**src/sv/efsc_pkg.sv**
```systemverilog
// ---------------------------------------------------------------------------
// efsc_pkg: shared types and constants of the event frame size checker
// Word record passed from classifier to sequencer, result record, codes.
// ---------------------------------------------------------------------------
package efsc_pkg;

   localparam logic [63:0] TAG_WORD        = 64'hBADC0FFEEBADCAFE;
   localparam logic [3:0]  HEAD_MAGIC      = 4'h5;
   localparam logic [3:0]  TRAIL_MAGIC     = 4'hA;
   localparam logic [23:0] ONE_BLOCK_LIMIT = 24'h0013FE;
   localparam logic [23:0] BLOCK_OFFSET    = 24'd1023;
   localparam logic [27:0] HEAD_WORDS      = 28'd2;
   localparam int          SIZE_W          = 24;
   localparam int          MID_DEPTH       = 4;
   localparam int          OUT_DEPTH       = 2;

   typedef enum logic [3:0] {
      PH_FIRST,
      PH_TAGLEN,
      PH_TAGHDR0,
      PH_VEND2,
      PH_VEND3,
      PH_VHDR0,
      PH_HDR1,
      PH_MODHDR,
      PH_PAYLOAD
   } phase_type;

   typedef enum logic [2:0] {
      ST_OK,
      ST_UNKNOWN_FORMAT,
      ST_HEAD_MAGIC,
      ST_MODULE_COUNT,
      ST_DECL_LENGTH,
      ST_TRAIL_MAGIC,
      ST_TRAIL_LENGTH
   } status_type;

   typedef enum logic [1:0] {
      FMT_BARE,
      FMT_TAGGED,
      FMT_VENDOR
   } format_type;

   // classified stream word
   typedef struct packed {
      logic        tag_hit;
      logic [3:0]  magic;
      logic [3:0]  count;
      logic [23:0] size;
      logic [12:0] blocks;
      logic        hi_zero;
      logic [27:0] low28;
      logic [23:0] len24;
   } word_type;

   typedef struct packed {
      status_type  status;
      format_type  frame_format;
      logic [3:0]  module_count;
      logic [27:0] event_length;
      logic [12:0] block_count_max;
   } result_type;

endpackage

```
**src/sv/efsc_back.sv**
```systemverilog
// ---------------------------------------------------------------------------
// efsc_back: event sequencer
// Walks the framing phases, sums module sizes and checks header and trailer.
// ---------------------------------------------------------------------------
module efsc_back #(
   parameter int MAX_MODULES = 12
) (
   input  logic                   clock,
   input  logic                   reset,
   input  efsc_pkg::word_type     rec,
   input  logic                   rec_empty,
   output logic                   rec_pop,
   input  logic                   res_full,
   output logic                   res_push,
   output efsc_pkg::result_type   res
);

   localparam logic [3:0] MAX_CNT = 4'(MAX_MODULES);

   efsc_pkg::phase_type  phase_ff, phase_in;
   efsc_pkg::format_type fmt_ff, fmt_in;
   logic [3:0]  hdr_magic_ff, hdr_magic_in;
   logic        decl_hi_zero_ff, decl_hi_zero_in;
   logic [27:0] decl_low_ff, decl_low_in;
   logic [3:0]  cnt_ff, cnt_in;
   logic [3:0]  idx_ff, idx_in;
   logic [27:0] size_sum_ff, size_sum_in;
   logic [15:0] block_sum_ff, block_sum_in;
   logic [12:0] peak_ff, peak_in;
   logic [27:0] len_ff, len_in;
   logic [27:0] left_ff, left_in;

   logic        fire;
   logic [27:0] size_sum_new;
   logic [15:0] block_sum_new;
   logic [12:0] peak_new;
   logic [3:0]  idx_new;
   logic [27:0] len_calc;
   logic        last_mod;
   logic        hdr_bad;
   logic        cnt_bad;
   logic        decl_bad;
   logic        trailer;

   assign fire          = !rec_empty && !res_full;
   assign size_sum_new  = size_sum_ff + 28'(rec.size);
   assign block_sum_new = block_sum_ff + 16'(rec.blocks);
   assign peak_new      = (rec.blocks > peak_ff) ? rec.blocks : peak_ff;
   assign idx_new       = idx_ff + 4'd1;
   assign len_calc      = size_sum_new + 28'(block_sum_new) + {14'b0, peak_new, 1'b0}
                          + efsc_pkg::HEAD_WORDS;
   assign last_mod      = (idx_new == cnt_ff);
   assign hdr_bad       = (hdr_magic_ff != efsc_pkg::HEAD_MAGIC);
   assign cnt_bad       = (rec.count == 4'd0) || (rec.count > MAX_CNT);
   assign decl_bad      = (fmt_ff == efsc_pkg::FMT_TAGGED)
                          && !(decl_hi_zero_ff && (decl_low_ff == len_calc));
   assign trailer       = (left_ff <= 28'd1);

   // next phase
   always_comb begin
      phase_in = phase_ff;
      if (fire) begin
         case (phase_ff)
            efsc_pkg::PH_FIRST: begin
               if (rec.tag_hit) begin
                  phase_in = efsc_pkg::PH_TAGLEN;
               end else if (rec.magic == efsc_pkg::HEAD_MAGIC) begin
                  phase_in = efsc_pkg::PH_HDR1;
               end else begin
                  phase_in = efsc_pkg::PH_VEND2;
               end
            end
            efsc_pkg::PH_TAGLEN:  phase_in = efsc_pkg::PH_TAGHDR0;
            efsc_pkg::PH_TAGHDR0: phase_in = efsc_pkg::PH_HDR1;
            efsc_pkg::PH_VEND2:   phase_in = efsc_pkg::PH_VEND3;
            efsc_pkg::PH_VEND3:   phase_in = efsc_pkg::PH_VHDR0;
            efsc_pkg::PH_VHDR0:   phase_in = efsc_pkg::PH_HDR1;
            efsc_pkg::PH_HDR1: begin
               phase_in = (hdr_bad || cnt_bad) ? efsc_pkg::PH_FIRST : efsc_pkg::PH_MODHDR;
            end
            efsc_pkg::PH_MODHDR: begin
               if (last_mod) begin
                  phase_in = decl_bad ? efsc_pkg::PH_FIRST : efsc_pkg::PH_PAYLOAD;
               end
            end
            efsc_pkg::PH_PAYLOAD: begin
               if (trailer) begin
                  phase_in = efsc_pkg::PH_FIRST;
               end
            end
            default: phase_in = efsc_pkg::PH_FIRST;
         endcase
      end
   end

   // datapath and result
   always_comb begin
      fmt_in          = fmt_ff;
      hdr_magic_in    = hdr_magic_ff;
      decl_hi_zero_in = decl_hi_zero_ff;
      decl_low_in     = decl_low_ff;
      cnt_in          = cnt_ff;
      idx_in          = idx_ff;
      size_sum_in     = size_sum_ff;
      block_sum_in    = block_sum_ff;
      peak_in         = peak_ff;
      len_in          = len_ff;
      left_in         = left_ff;
      rec_pop         = fire;
      res_push        = 1'b0;
      res.status          = efsc_pkg::ST_OK;
      res.frame_format    = fmt_ff;
      res.module_count    = cnt_ff;
      res.event_length    = len_ff;
      res.block_count_max = peak_ff;
      if (fire) begin
         case (phase_ff)
            efsc_pkg::PH_FIRST: begin
               hdr_magic_in    = rec.magic;
               decl_hi_zero_in = 1'b1;
               decl_low_in     = '0;
               cnt_in          = '0;
               idx_in          = '0;
               size_sum_in     = '0;
               block_sum_in    = '0;
               peak_in         = '0;
               len_in          = '0;
               left_in         = '0;
               if (rec.tag_hit) begin
                  fmt_in = efsc_pkg::FMT_TAGGED;
               end else if (rec.magic == efsc_pkg::HEAD_MAGIC) begin
                  fmt_in = efsc_pkg::FMT_BARE;
               end else begin
                  fmt_in = efsc_pkg::FMT_VENDOR;
               end
            end
            efsc_pkg::PH_TAGLEN: begin
               decl_hi_zero_in = rec.hi_zero;
               decl_low_in     = rec.low28;
            end
            efsc_pkg::PH_TAGHDR0, efsc_pkg::PH_VHDR0: begin
               hdr_magic_in = rec.magic;
            end
            efsc_pkg::PH_VEND2, efsc_pkg::PH_VEND3: begin
            end
            efsc_pkg::PH_HDR1: begin
               res.event_length    = '0;
               res.block_count_max = '0;
               if (hdr_bad) begin
                  res_push         = 1'b1;
                  res.module_count = '0;
                  res.status       = (fmt_ff == efsc_pkg::FMT_VENDOR) ?
                                     efsc_pkg::ST_UNKNOWN_FORMAT : efsc_pkg::ST_HEAD_MAGIC;
               end else if (cnt_bad) begin
                  res_push         = 1'b1;
                  res.module_count = rec.count;
                  res.status       = efsc_pkg::ST_MODULE_COUNT;
               end else begin
                  cnt_in = rec.count;
                  idx_in = '0;
               end
            end
            efsc_pkg::PH_MODHDR: begin
               size_sum_in  = size_sum_new;
               block_sum_in = block_sum_new;
               peak_in      = peak_new;
               idx_in       = idx_new;
               if (last_mod) begin
                  if (decl_bad) begin
                     res_push            = 1'b1;
                     res.status          = efsc_pkg::ST_DECL_LENGTH;
                     res.event_length    = len_calc;
                     res.block_count_max = peak_new;
                  end else begin
                     len_in  = len_calc;
                     left_in = len_calc - efsc_pkg::HEAD_WORDS - 28'(cnt_ff);
                  end
               end
            end
            efsc_pkg::PH_PAYLOAD: begin
               if (!trailer) begin
                  left_in = left_ff - 28'd1;
               end else begin
                  res_push = 1'b1;
                  if (rec.magic != efsc_pkg::TRAIL_MAGIC) begin
                     res.status = efsc_pkg::ST_TRAIL_MAGIC;
                  end else if (rec.len24 != len_ff[23:0]) begin
                     res.status = efsc_pkg::ST_TRAIL_LENGTH;
                  end else begin
                     res.status = efsc_pkg::ST_OK;
                  end
               end
            end
            default: begin
            end
         endcase
      end
   end

   always_ff @(posedge clock) begin
      if (reset) begin
         phase_ff <= efsc_pkg::PH_FIRST;
      end else begin
         phase_ff <= phase_in;
      end
   end

   always_ff @(posedge clock) begin
      fmt_ff          <= fmt_in;
      hdr_magic_ff    <= hdr_magic_in;
      decl_hi_zero_ff <= decl_hi_zero_in;
      decl_low_ff     <= decl_low_in;
      cnt_ff          <= cnt_in;
      idx_ff          <= idx_in;
      size_sum_ff     <= size_sum_in;
      block_sum_ff    <= block_sum_in;
      peak_ff         <= peak_in;
      len_ff          <= len_in;
      left_ff         <= left_in;
   end

endmodule

```
**config.mk**
```make
export PLATFORM = sky130hd
export DESIGN_NAME = efsc_back
export DESIGN_NICKNAME = d
export VERILOG_FILES = /design/src/sv/efsc_pkg.sv /design/src/sv/efsc_back.sv
export SDC_FILE = /design/constraint.sdc
export NUM_CORES = 1
export LEC_CHECK = 0
export ABC_AREA = 0
export BUFFER_PORTS_ARGS = -buffer_cell sky130_fd_sc_hd__buf_2
export CAP_MARGIN = 20
export CORE_AREA = 2 2 187 189
export CTS_CLUSTER_SIZE = 8
export DETAILED_ROUTE_END_ITERATION = 10
export DIE_AREA = 0 0 189 191
export PLACE_DENSITY_LB_ADDON = 0.1
export RECOVER_POWER = 25
export SKIP_CTS_REPAIR_TIMING = 1
export SLEW_MARGIN = 25
export SYNTH_ARGS = -nofsm -noshare
export SYNTH_HDL_FRONTEND = slang
export SYNTH_SLANG_ARGS = --single-unit
```
**constraint.sdc**
```tcl
create_clock -name clock -period 15.15 [get_ports clock]
set_input_delay 3.03 -clock clock [delete_from_list [all_inputs] [get_ports clock]]
set_output_delay 3.03 -clock clock [all_outputs]
set_load 0.02 [all_outputs]
```
==> out/metrics.cfg <==
[yosys]
synth_cell_types = 103
synth_area_leaders = edfxtp_1, ha_1, xnor2_1, xor2_1, nor2_1
yosys_most_used_dff = edfxtp_1
ys_async_sr_fraction = 0
synth_top_area_cell = edfxtp_1
synthCells = 1413
yosysWarnings = 0
syn-cell-area_sq_um = 13450
ys_seq_area_frac = 0.3543
synth_nets = 1613
ys_ff_latch = 160
syn-mean-instance-area_sq_um = 9.517
synth_common_cells = edfxtp_1, nor2_1, xnor2_1
synth_top_area_share = 0.3483
synth_most_common_cell = edfxtp_1
synth-edff-count = 156

[global_route]
grt_overflow = 0
grt_pass1_wl_mm = 63.49
grt_usage = 0.2291
grt_max_degree = 63
grt_pass1_vias = 11110
antenna_found_initial = 0

[cells_and_area]
num_antenna_cells = 0
nNetsFinal = 1750
drive_gt1_frac = 0.1561
area.growth.synth_to_final_pct = 13.43
fill_cells = 3377

[sta]
finalWorstSetupSlack_ns = 1.147
fmax_mhz = 71.41
finalCritPeriodShare = 0.9243
skew_ns = 0.01228
rsz0062_at_grt = false
fin_tns_setup_ns = 0
setup_viol = 0
slew_viol_final = 130
relSlewSlack = -1.094
whs_ns = 0.6371
tightest_slew_ns = 3.142
min_period_ns = 14.00
finalHoldViolCount = 0

[worst_setup_path]
cp.arrival_ns = 10.97
crit_required_ns = 12.12
start_kind = primary input
reg2reg_from = block_sum_ff[1]$_SDFFCE_PN0P_
cp_slowest_cell = xnor2_1
cpPeakStageDelay_ns = 0.65
r2r_cells = 29
r2r-end = left_ff[22]$_DFFE_PP_
criticalPathCategory = primary input to primary output
critical_path.max_fanout = 41
ff2ff_setup_slack_ns = 6.60
crit_path_end_kind = primary output

[floorplan]
initial_core_util = 0.3942
core_area_sq_um = 34120
row_count = 68
die_y_um = 191
die_w_um = 189
dieArea_sq_um = 36100
io_pins = 155

[place]
gp_congestion = 0.8639
preCtsSetupSlack_ns = 1.291
dp_hpwl_mm = 31.46
portBuffers = 154

[route]
wl_mm = 41.04
num_vias = 11210
drtIter0Drc = 812
post_drt_wl_per_cell_um = 20.34
vias_per_cell = 5.556
antenna_left = 0
first_pass_iters = 6
drcViolationCount = 0

[job]
drv_cap = 3

[clock_tree]
clk_latency_ns = 0.46
clock_path_buffers = 2
clockRootBuffer = clkbuf_16
cts_tree = yes
htree_levels = 4
clock_sinks = 160
clkTransAtPathRegs_ns = 0.07
cts_made_buffers = 17

[power_and_ir_drop]
max-vdd-ir-drop_v = 0.0001408
powerDensity_nw_per_um2 = 133.7
power_mw = 2.040
p_leak_nw = 6.012

[min_path]
min_from = idx_ff[3]$_SDFFCE_PN0P_
min_path_cells = 2
whs_endpoint = idx_ff[3]$_SDFFCE_PN0P_
min_path_type = flip-flop to flip-flop

[outcome]
violations = max-capacitance violations, max-slew violations
status = finished, violations left

-- flip-flops by register name, summed over array words and instances (netlist names) --
| register | flops |
|---|---|
| decl_low_ff | 28 |
| left_ff | 28 |
| len_ff | 28 |
| size_sum_ff | 28 |
| block_sum_ff | 16 |
| peak_ff | 13 |
| cnt_ff | 4 |
| hdr_magic_ff | 4 |
| idx_ff | 4 |
| phase_ff | 4 |
| fmt_ff | 2 |
| decl_hi_zero_ff | 1 |
-- power by group --
group	internal, mW	leakage, nW	total (mW)	switching (mW)
combinational	0.397	4.20	1.07	0.673
sequential	0.505	1.53	0.520	0.0142
clock	0.246	0.283	0.451	0.205
-- kinds of logic (layout without fill, tap and decap cells) --
| group | Yosys count | in the layout | synth area share |
|---|---|---|---|
| simple gates | 491 | 491 | 0.1917 |
| flops | 160 | 160 | 0.3543 |
| fa+ha+maj | 97 | 97 | 0.09918 |
| xor+xnor | 164 | 164 | 0.1125 |
| mux | 7 | 7 | 0.005396 |
| buf+inv | 135 | 285 | 0.04187 |
| compound gates | 359 | 359 | 0.1951 |
-- worst max path at each step --
stage | end | start | slack [ns] | cells past startpoint
after floorplan | res[10] | rec[54] | 3.27 | 31
after global placement | res[33] | rec[54] | 1.35 | 31
after detailed placement | res[33] | rec[54] | 1.29 | 31
after CTS | res[33] | rec[54] | 1.23 | 31
after global routing | res[31] | rec[53] | 0.60 | 33
final | res[33] | rec[53] | 1.15 | 33
-- stage by stage --
step                      cells  area, sq um    util
final                      2018        15250  0.4471
after global routing       2018        15250  0.4471
after CTS                  2018        15290  0.4482
after detailed placement   1986        14710  0.4311
after global placement     1986        14710  0.4311
after floorplan            1413        13450       -
-- routing by layer --
layer / part of all wire / wire [um] / vias to the layer above / track usage
li1: - / - / 5483 / -
met1: 0.48 / 19830 / 5396 / 0.3269
met2: 0.45 / 18580 / 291 / 0.3645
met3: 0.046 / 1900 / 43 / 0.02974
met4: 0.018 / 734 / 0 / 0.06280
met5: 0 / 0 / - / 0
-- area by class of cell --
| class | instances | area (sq um) | area share |
|---|---|---|---|
| Sequential cell | 160 | 4765 | 0.3124 |
| Tap cell | 455 | 569.3 | 0.03732 |
| Clock buffer | 18 | 429.2 | 0.02814 |
| Clock inverter | 14 | 155.1 | 0.01017 |
| Timing Repair Buffer | 172 | 879.6 | 0.05767 |
| Inverter | 81 | 304.0 | 0.01993 |
| Multi-Input combinational cell | 1118 | 8152 | 0.5344 |
-- critical path, delay by kind of cell --
kind / cells / cell delay, ns
buf+inv: 3 / 0.45
xor+xnor: 2 / 0.79
fa+ha+maj: 4 / 1.27
simple gates: 8 / 1.31
mux: 1 / 0.26
compound gates: 15 / 3.83
-- cell usage in the layout (no fill, tap or decap), types with 28 or more instances in the layout --
cell type  instances
buf_2            142
a21o_1            30
xnor2_1           97
o21ai_0           39
nor2_1           144
and2_1            39
xor2_1            62
inv_1             81
edfxtp_1         156
nand2_1           85
ha_1              81
a21oi_1           87
nor3_1            28
Power figures use the tool's default switching activity.
